<file path="src/hw/rtl/fpra_pkg.sv">
// ----------------------------------------------------------------------------
// fpra_pkg
// Shared types and format conversions for the half precision reduce adder.
// ----------------------------------------------------------------------------
package fpra_pkg;

   localparam int unsigned NUM_STAGES = 7;

   typedef logic [1:0] mode_type;

   localparam mode_type MODE_PAIR  = 2'd0;
   localparam mode_type MODE_RES2  = 2'd1;
   localparam mode_type MODE_RES3  = 2'd2;
   localparam mode_type MODE_RES4  = 2'd3;

   typedef struct packed {
      mode_type    mode;
      logic        last;
      logic [31:0] h;
      logic [31:0] a;
      logic [31:0] b;
      logic [31:0] c;
      logic [31:0] d;
      logic [31:0] x;
      logic [31:0] y;
      logic [31:0] z;
   } item_type;

   // binary16 -> binary32, exact; NaNs are quieted
   function automatic logic [31:0] widen_half(input logic [15:0] hv);
      logic       s;
      logic [4:0] e;
      logic [9:0] m;
      logic [3:0] pos;
      logic [3:0] k;
      logic [9:0] mn;
      logic [31:0] r;
      s   = hv[15];
      e   = hv[14:10];
      m   = hv[9:0];
      pos = 4'd0;
      for (int i = 0; i < 10; i++) begin
         if (m[i]) pos = 4'(i);
      end
      k  = 4'd10 - pos;
      mn = m << k;
      if (e == 5'd31) begin
         r = (m != 10'd0) ? {s, 8'hFF, 1'b1, m[8:0], 13'd0} : {s, 8'hFF, 23'd0};
      end else if (e == 5'd0) begin
         if (m == 10'd0) r = {s, 31'd0};
         else r = {s, 8'(8'd113 - 8'(k)), mn, 13'd0};
      end else begin
         r = {s, 8'(8'(e) + 8'd112), m, 13'd0};
      end
      return r;
   endfunction

   // binary32 -> binary16, round nearest even, overflow to infinity
   function automatic logic [15:0] narrow_single(input logic [31:0] xv);
      logic               s;
      logic [7:0]         e;
      logic [23:0]        m;
      logic signed [9:0]  eh;
      logic [7:0]         sh;
      logic [31:0]        q;
      logic [31:0]        rem;
      logic [31:0]        half;
      logic [31:0]        bits;
      logic [15:0]        r;
      s  = xv[31];
      e  = xv[30:23];
      m  = {1'b0, xv[22:0]};
      if (e == 8'd0) e = 8'd1;
      else m[23] = 1'b1;
      eh = $signed({2'b00, e}) - 10'sd112;
      sh = 8'd13;
      if (eh < 10'sd1) begin
         sh = 8'(10'sd14 - eh);
         eh = 10'sd1;
      end
      if (sh >= 8'd25) begin
         q = 32'd0;
      end else begin
         q    = {8'd0, m} >> sh;
         rem  = {8'd0, m} & ((32'd1 << sh) - 32'd1);
         half = 32'd1 << (sh - 8'd1);
         if (rem > half || (rem == half && q[0])) q = q + 32'd1;
      end
      bits = (32'($unsigned(eh - 10'sd1)) << 10) + q;
      if (xv[30:23] == 8'hFF) begin
         r = (xv[22:0] != 23'd0) ? {s, 6'b111111, xv[21:13]} : {s, 15'h7C00};
      end else if (bits >= 32'h7C00) begin
         r = {s, 15'h7C00};
      end else begin
         r = {s, bits[14:0]};
      end
      return r;
   endfunction

endpackage

</file>
<file path="src/hw/rtl/fpra_add.sv">
// ----------------------------------------------------------------------------
// fpra_add
// Two stage binary32 adder, round nearest even: align and add, then
// normalize and round.
// ----------------------------------------------------------------------------
module fpra_add (
   input  logic        clock,
   input  logic        en,
   input  logic [31:0] op_x,
   input  logic [31:0] op_y,
   output logic [31:0] sum
);
   logic [7:0]  ex, ey, eb, es, d;
   logic [22:0] mx, my;
   logic        sx, sy, sb, ss, swap;
   logic [23:0] ma, mb;
   logic [26:0] fa, fb, fbs;
   logic [27:0] raw;
   logic        rsign;
   logic        spec;
   logic [31:0] spec_val;

   logic        spec_ff;
   logic [31:0] spec_val_ff;
   logic [27:0] raw_ff;
   logic [7:0]  e_ff;
   logic        sign_ff;

   always_comb begin
      ex = op_x[30:23];
      ey = op_y[30:23];
      mx = op_x[22:0];
      my = op_y[22:0];
      sx = op_x[31];
      sy = op_y[31];
      spec = 1'b1;
      if (ex == 8'hFF && mx != 23'd0) spec_val = op_x | 32'h0040_0000;
      else if (ey == 8'hFF && my != 23'd0) spec_val = op_y | 32'h0040_0000;
      else if (ex == 8'hFF) spec_val = (ey == 8'hFF && sx != sy) ? 32'hFFC0_0000 : op_x;
      else if (ey == 8'hFF) spec_val = op_y;
      else begin
         spec_val = 32'd0;
         spec = 1'b0;
      end
      ma = {ex != 8'd0, mx};
      mb = {ey != 8'd0, my};
      if (ex == 8'd0) ex = 8'd1;
      if (ey == 8'd0) ey = 8'd1;
      swap = ex < ey;
      es = swap ? ey : ex;
      eb = swap ? ex : ey;
      ss = swap ? sy : sx;
      sb = swap ? sx : sy;
      fa = swap ? {mb, 3'b000} : {ma, 3'b000};
      fb = swap ? {ma, 3'b000} : {mb, 3'b000};
      d  = es - eb;
      if (d >= 8'd27) begin
         fbs = {26'd0, fb != 27'd0};
      end else begin
         fbs = fb >> d;
         fbs[0] = fbs[0] | ((fbs << d) != fb);
      end
      if (ss == sb) begin
         raw   = {1'b0, fa} + {1'b0, fbs};
         rsign = ss;
      end else if (fa >= fbs) begin
         raw   = {1'b0, fa} - {1'b0, fbs};
         rsign = (raw == 28'd0) ? 1'b0 : ss;
      end else begin
         raw   = {1'b0, fbs} - {1'b0, fa};
         rsign = sb;
      end
   end

   always_ff @(posedge clock) begin
      if (en) begin
         spec_ff     <= spec;
         spec_val_ff <= spec_val;
         raw_ff      <= raw;
         e_ff        <= es;
         sign_ff     <= rsign;
      end
   end

   logic [4:0]        p;
   logic signed [9:0] ebig;
   logic signed [5:0] shift;
   logic [31:0]       q, rem, half, bits;
   logic [31:0]       res;

   always_comb begin
      p = 5'd0;
      for (int i = 0; i < 28; i++) begin
         if (raw_ff[i]) p = 5'(i);
      end
      ebig  = $signed({2'b00, e_ff}) + $signed({5'd0, p}) - 10'sd26;
      shift = $signed({1'b0, p}) - 6'sd23;
      if (ebig < 10'sd1) begin
         shift = shift + 6'(10'sd1 - ebig);
         ebig  = 10'sd1;
      end
      if (shift <= 6'sd0) begin
         q = {4'd0, raw_ff} << 6'(-shift);
      end else begin
         q    = {4'd0, raw_ff} >> shift;
         rem  = {4'd0, raw_ff} & ((32'd1 << shift) - 32'd1);
         half = 32'd1 << (shift - 6'sd1);
         if (rem > half || (rem == half && q[0])) q = q + 32'd1;
      end
      rem  = 32'd0;
      half = 32'd0;
      bits = (32'($unsigned(ebig - 10'sd1)) << 23) + q;
      if (spec_ff) res = spec_val_ff;
      else if (raw_ff == 28'd0) res = {sign_ff, 31'd0};
      else if (bits >= 32'h7F80_0000) res = {sign_ff, 31'h7F80_0000};
      else res = {sign_ff, bits[30:0]};
   end

   assign sum = res;

endmodule

</file>
<file path="src/hw/rtl/fp16_multi_operand_reduce_add.sv">
// ----------------------------------------------------------------------------
// fp16_multi_operand_reduce_add
// Sums up to four binary16 partials, plus a binary16 residual outside pair mode,
// in binary32, then rounds the sum to binary16.
// ----------------------------------------------------------------------------
// Fully pipelined: one transfer in and one out per cycle while no response
// waits. A widening stage feeds three levels of two stage binary32 adders,
// which feed a narrowing output register. The whole pipeline holds while a
// response waits; mode is sampled with each item.
module fp16_multi_operand_reduce_add (
   input  logic                    clock,
   input  logic                    reset,
   input  logic                    csr_wr_en,
   input  fpra_pkg::mode_type      csr_wr_data,
   input  logic                    req_valid,
   output logic                    req_ready,
   input  logic [15:0]             req_residual,
   input  logic [15:0]             req_part_a,
   input  logic [15:0]             req_part_b,
   input  logic [15:0]             req_part_c,
   input  logic [15:0]             req_part_d,
   input  logic                    req_last_in,
   output logic                    rsp_valid,
   input  logic                    rsp_ready,
   output logic [15:0]             rsp_total,
   output logic                    rsp_last_out
);
   import fpra_pkg::*;

   mode_type                  mode_ff;
   logic                      en;
   logic [NUM_STAGES:0]       vld_ff;
   item_type                  st_ff [NUM_STAGES];
   item_type                  st_in [NUM_STAGES];
   logic [31:0]               sum_ha, sum_bc, sum_bcd, sum_fin;
   logic [31:0]               fin_l, fin_r;
   logic [15:0]               total_ff;
   logic                      last_ff;

   assign en        = !vld_ff[NUM_STAGES] || rsp_ready;
   assign req_ready = en;

   always_ff @(posedge clock) begin
      if (reset) begin
         mode_ff <= MODE_PAIR;
      end else if (csr_wr_en) begin
         mode_ff <= csr_wr_data;
      end
   end

   fpra_add u_add_ha  (.clock, .en, .op_x(st_ff[0].h), .op_y(st_ff[0].a), .sum(sum_ha));
   fpra_add u_add_bc  (.clock, .en, .op_x(st_ff[0].b), .op_y(st_ff[0].c), .sum(sum_bc));
   fpra_add u_add_bcd (.clock, .en, .op_x(st_ff[2].y), .op_y(st_ff[2].d), .sum(sum_bcd));
   fpra_add u_add_fin (.clock, .en, .op_x(fin_l), .op_y(fin_r), .sum(sum_fin));

   always_comb begin
      st_in[0].mode = mode_ff;
      st_in[0].last = req_last_in;
      st_in[0].h    = widen_half(req_residual);
      st_in[0].a    = widen_half(req_part_a);
      st_in[0].b    = widen_half(req_part_b);
      st_in[0].c    = widen_half(req_part_c);
      st_in[0].d    = widen_half(req_part_d);
      st_in[0].x    = 32'd0;
      st_in[0].y    = 32'd0;
      st_in[0].z    = 32'd0;
      for (int i = 1; i < NUM_STAGES; i++) begin
         st_in[i] = st_ff[i-1];
      end
      st_in[2].x = sum_ha;
      st_in[2].y = sum_bc;
      st_in[4].z = (st_ff[3].mode == MODE_RES4) ? sum_bcd : st_ff[3].y;
      st_in[6].x = sum_fin;
   end

   always_comb begin
      fin_l = (st_ff[4].mode == MODE_PAIR) ? st_ff[4].a : st_ff[4].x;
      case (st_ff[4].mode)
         MODE_PAIR: fin_r = st_ff[4].b;
         MODE_RES2: fin_r = st_ff[4].b;
         MODE_RES3: fin_r = st_ff[4].y;
         MODE_RES4: fin_r = st_ff[4].z;
         default:   fin_r = st_ff[4].z;
      endcase
   end

   always_ff @(posedge clock) begin
      if (reset) begin
         vld_ff <= '0;
      end else if (en) begin
         vld_ff <= {vld_ff[NUM_STAGES-1:0], req_valid};
      end
   end

   always_ff @(posedge clock) begin
      if (en) begin
         for (int i = 0; i < NUM_STAGES; i++) begin
            st_ff[i] <= st_in[i];
         end
         total_ff <= narrow_single(st_ff[NUM_STAGES-1].x);
         last_ff  <= st_ff[NUM_STAGES-1].last;
      end
   end

   assign rsp_valid    = vld_ff[NUM_STAGES];
   assign rsp_total    = total_ff;
   assign rsp_last_out = last_ff;

   a_reset_empty: assert property (@(posedge clock) reset |=> vld_ff == '0)
      else $error("pipeline not empty after reset");
   a_stall_hold: assert property (@(posedge clock) disable iff (reset)
      !en |=> $stable(vld_ff))
      else $error("valid chain moved during stall");
   a_drain: assert property (@(posedge clock) disable iff (reset)
      en && vld_ff[NUM_STAGES-1] |=> rsp_valid)
      else $error("item lost before output register");
   a_enter: assert property (@(posedge clock) disable iff (reset)
      req_valid && req_ready |=> vld_ff[0])
      else $error("accepted transfer not captured");

endmodule

</file>
<file path="config.mk">
export PLATFORM = sky130hd
export DESIGN_NAME = fp16_multi_operand_reduce_add
export DESIGN_NICKNAME = d
export VERILOG_FILES = /design/src/hw/rtl/fpra_pkg.sv /design/src/hw/rtl/fpra_add.sv /design/src/hw/rtl/fp16_multi_operand_reduce_add.sv
export SDC_FILE = /design/constraint.sdc
export NUM_CORES = 2
export LEC_CHECK = 0
export BUFFER_PORTS_ARGS = -buffer_cell sky130_fd_sc_hd__buf_2
export CORE_UTILIZATION = 45
export CTS_CLUSTER_SIZE = 30
export DETAILED_ROUTE_END_ITERATION = 8
export SLEW_MARGIN = 15
export SYNTH_ARGS = -nofsm -noshare
export SYNTH_HDL_FRONTEND = slang
export SYNTH_SLANG_ARGS = --single-unit
export TNS_END_PERCENT = 30
</file>
<file path="constraint.sdc">
create_clock -name clock -period 39.2 [get_ports clock]
set_input_delay 3.92 -clock clock [delete_from_list [all_inputs] [get_ports clock]]
set_output_delay 3.92 -clock clock [all_outputs]
set_load 0.1 [all_outputs]
</file>
* After elaboration in Yosys (flattened, before gate mapping)
Memories as Yosys holds them, arrays and structs flattened. Index checks and enable logic that the tools add are counted.
Word-level totals: latch bits 0, RAM bits 1813, ROM bits 0, memories 1, word-level logic and storage cells 606, bits of input ports 88, flip-flop bits (word level) 307
Memories:
- st_ff | words 7, bits a word 259, read ports 7, clocked after Yosys merged registers in 0, wr ports 7, RTL line fp16_multi_operand_reduce_add.sv:33 | item_type st_ff [NUM_STAGES];
Cells by class: shifts and indexed selects 32, reduce and logical (&&, ||, !) cells 87, eq/ne operators 35, multipliers 0, divide/modulo/power cells 0, mux-type cells 300, bitwise logic cells 9, add/sub/neg operators 82, order comparisons 32
Operators by type and width (number):
- 2-to-1 mux 32 bit | 37
- 2-to-1 mux 31 bit | 23
- 2-to-1 mux 27 bit | 12
- 2-to-1 mux 4 bit | 72
- << shifter 1 x 6 -> 32 bit (first input constant) | 8
- 2-to-1 mux 5 bit | 48
- zero test 28 bit | 8
- 2-to-1 mux 28 bit | 8
- subtractor 27 x 27 -> 28 bit | 8
- nonzero test 23 bit | 9
- adder 32 x 1 -> 32 bit (second input constant) | 5
- == test 32 bit | 5
- > comparator 32 bit | 5
- 2-to-1 mux 8 bit | 20
- subtractor 32 x 1 -> 32 bit (second input constant) | 5
- adder 32 bit | 4
- bitwise AND 28 x 32 -> 32 bit | 4
- >= comparator 32 x 31 -> 1 bit (second input constant) | 4
- << shifter 28 x 6 -> 32 bit | 4
- >> shifter 28 x 6 -> 32 bit | 4
- 2-to-1 mux 23 bit | 5
- adder 27 x 27 -> 28 bit | 4
- >= comparator 27 bit | 4
- != test 27 bit | 4
- other kinds (56) | 267

* Logic depth before layout (Yosys ltp)
word-level depth 46, mapped depth 78

* By module
From an unflattened synthesis, not the netlist that was laid out.
Unflattened totals: cells, all modules 13288, area total of the unflattened synthesis 107643.2 µm²
By module, submodules not included:
- fpra_add at u_add_bc ... | times used 2, area each 20517.2 µm², cells each 2847
- fp16_multi_operand_reduce_add | times used 1, area each 26604.3 µm², cells each 2038
- fpra_add at u_add_fin | times used 1, area each 20185.6 µm², cells each 2789
- fpra_add at u_add_ha | times used 1, area each 19819.0 µm², cells each 2767

* Worst setup path before layout
OpenSTA, ideal clock, no wires.
kind input to register, start point input rsp_ready, end point register last_ff, in the netlist rsp_last_out, read port of st_ff (enable), data required time 32.663 ns, stages 3, slack 13.094 ns, arrival 19.568 ns, cell sequence nor2b_1 clkbuf_1 clkinv_1
Between the ends: cells in the longest elaborated chain, start to end 1
Ends and longest elaborated chain:
- start, declared | RTL line fp16_multi_operand_reduce_add.sv:24 | input logic rsp_ready,
- logical OR 1 bit | RTL line fp16_multi_operand_reduce_add.sv:40 | assign en = !vld_ff[NUM_STAGES] || rsp_ready;
- via req_ready | RTL line fp16_multi_operand_reduce_add.sv:16 | output logic req_ready,
- end, declared | RTL line fp16_multi_operand_reduce_add.sv:38 | logic last_ff;
The timed path passes the listed nets, and every way through them passes these cells. A chain may end at the register's enable or synchronous reset.

==> flow_metrics.env <==
export IMPL_ctsResizeCount=0
export IMPL_fp_dieArea_sq_mm=0.215
export IMPL_hold_viol=0
export IMPL_final_common_cell="nand2_1"
export IMPL_grt_use_total_pct=34.7
export IMPL_cap_violations=0
export IMPL_end_kind="flop"
export IMPL_gp_congestion=1.02
export IMPL_start_util_pct=45.5
export IMPL_worstPathRequired_ps=39800
export IMPL_final_cell_mix="1,387 x nand2_1, 1,243 x nor2_1, 907 x a21oi_1, 810 x edfxtp_1, 658 x o21ai_0"
export IMPL_drtIter0Drc=13000
export IMPL_first_pass_iters=9
export IMPL_numCtsBuffers=94
export IMPL_crit_slowest_cell="nor2_2"
export IMPL_max_slew_worst_pin_slew_ps=1340
export IMPL_whs_ps=382
export IMPL_syn_area_per_cell_sq_um=7.94
export IMPL_synth_cell_types=124
export IMPL_insertion_delay_ps=740
export IMPL_antenna_found_initial=16
export IMPL_dp_hpwl_microns=295000
export IMPL_synth_edf_count=810
export IMPL_rsz0062_at_grt="no"
export IMPL_area_growth_pct=6.53
export IMPL_clockRootBuffer="clkbuf_16"
export IMPL_status="finished with violations"
export IMPL_path_max_fanout=32
export IMPL_worstHoldPathType="flop to flop"
export IMPL_cp_arrival_ps=17160
export IMPL_synth_top_cells_by_area="edfxtp_1 25%, ha_1 7.5%, mux2i_1 6.5%"
export IMPL_yosys_most_used_dff="edfxtp_1"
export IMPL_final_nets=12400
export IMPL_vias_per_cell=6.72
export IMPL_cts_sinks=820
export IMPL_vias=98200
export IMPL_post_cts_buffers=0
export IMPL_ys_ff_latch=820
export IMPL_cp_common_cell="a21oi_1"
export IMPL_start_kind="flop"
export IMPL_clockBufferDepth=3
export IMPL_ys_warn_count=0
export IMPL_fp_coreArea_sq_mm=0.210
export IMPL_clk_pin_slew_worst_paths_ps=70
export IMPL_cts_htree_levels=3
export IMPL_rows=168
export IMPL_tns_ps=0
export IMPL_finalCriticalPeriod_ps=16560
export IMPL_min_period_over_period_pct=42.2
export IMPL_max_stage_delay_ps=750
export IMPL_clock_skew_final_ps=73.3
export IMPL_max_freq_mhz=60.4
export IMPL_synth_top_area_share_pct=25.4
export IMPL_grt_pass1_wl_microns=583000
export IMPL_wl_per_cell_microns=26.7
export IMPL_cts_tree="built"
export IMPL_drive_above_1_share_pct=7.72
export IMPL_syn_inst=12100
export IMPL_criticalPathCategory="flop to flop"
export IMPL_die_w_microns=463
export IMPL_placed_cell_area_sq_mm=0.0988
export IMPL_yosysSeqAreaShare_pct=25.6
export IMPL_violations="design-rule violations"
export IMPL_syn_nets=12700
export IMPL_holdBufCountCts=0
export IMPL_routed_wl_microns=390000
export IMPL_portBuffers=106
export IMPL_antenna_left=0
export IMPL_stdcell_area_sq_mm=0.102
export IMPL_setup_violations=0
export IMPL_slew_headroom_pct=9.43
export IMPL_route_detailed_drc=3
export IMPL_grt_pass1_vias=92000
export IMPL_synth_largest_area_cell="edfxtp_1"
export IMPL_die_h_microns=463
export IMPL_grt_max_degree=171
export IMPL_drv_slew=0
export IMPL_dp_cells=14400
export IMPL_synth_area_sq_mm=0.0957
export IMPL_ios=107
export IMPL_stdcell_count=14600
export IMPL_synthArstFlopShare_pct=0
export IMPL_overflow=0
final timing paths:
check	start	end	slack, ps	cells past startpoint
max	u_add_bcd.raw_ff[2]	st_ff[4][21]	22640	70
min	st_ff[3][181]	st_ff[4][181]	380	0
max reg2reg	u_add_bcd.raw_ff[2]	st_ff[4][21]	22640	70
min reg2reg	st_ff[3][181]	st_ff[4][181]	380	0
per-layer routing:
layer	global-route usage [%]	wire (microns)	up-vias
met5	0	13	-
met4	17.5	22400	2
met3	5.23	35400	1142
met2	54.5	172000	5565
met1	46.2	160000	47100
li1	-	-	44400
registers in the layout, indices dropped and copies added, names as in the netlist, 7 cells and up:
signal and cells:
st_ff 543, u_add_bcd.spec_val_ff 32, u_add_fin.spec_val_ff 32, u_add_bc.raw_ff 28, u_add_bcd.raw_ff 28, u_add_fin.raw_ff 28, u_add_ha.raw_ff 28, u_add_bc.spec_val_ff 18
u_add_ha.spec_val_ff 18, rsp_total 16, u_add_bcd.e_ff 8, u_add_fin.e_ff 8, vld_ff 8, u_add_bc.e_ff 7, u_add_ha.e_ff 7
kinds of logic after synthesis:
| group | count (synthesis) | synth area share, % |
|---|---|---|
| buffers and inverters | 1314 | 5.27 |
| muxes | 851 | 10.7 |
| DFF | 820 | 25.6 |
| and+or+nand+nor | 4499 | 21.9 |
| adders and majority gates | 596 | 7.96 |
| xor gates and xnor gates | 457 | 4.19 |
| AOI/OAI and AO/OA | 3517 | 24.4 |
synth_stat cells, types with 154 or more instances:
master    count
nor3_1      327
a31oi_1     154
clkbuf_1    621
a211oi_1    178
o21bai_1    159
nor2_1     1251
nand3_1     428
nand4_1     181
nor4_1      165
o211ai_1    173
xnor2_1     314
mux2i_1     625
a21o_1      155
o21ai_0     662
edfxtp_1    810
nand2_1    1389
ha_1        575
a21oi_1     913
inv_1       515
worst max-delay path, delay by kind of cell, from the launching register on:
family | cells | cell delay (ps)
compound gates | 37 | 7740
simple gates | 15 | 3820
fa+ha+maj | 6 | 1870
buf+inv | 8 | 1530
xor+xnor | 4 | 890
flops | 1 | 520
area by class of cell:
class / instances / area, sq um
fillers: 20600 / 108000
clock buffers: 103 / 2390
repair buffers: 338 / 2310
flip-flops and latches: 820 / 24500
inverters: 536 / 2020
well taps: 2805 / 3510
clock inverters: 70 / 736
multi-input cells: 9920 / 66500
diodes: 9 / 22.5
metrics by stage:
step                setup WS [ps]  util [%]
detailed placement          22980      47.0
global route                21490      48.5
floorplan                   13090         -
finish                      22640      48.5
CTS                         22900      48.4
global placement            23270      47.0
Power is not shown: default switching activity piles up to over one toggle a cycle in this logic, so the estimate is an artifact.
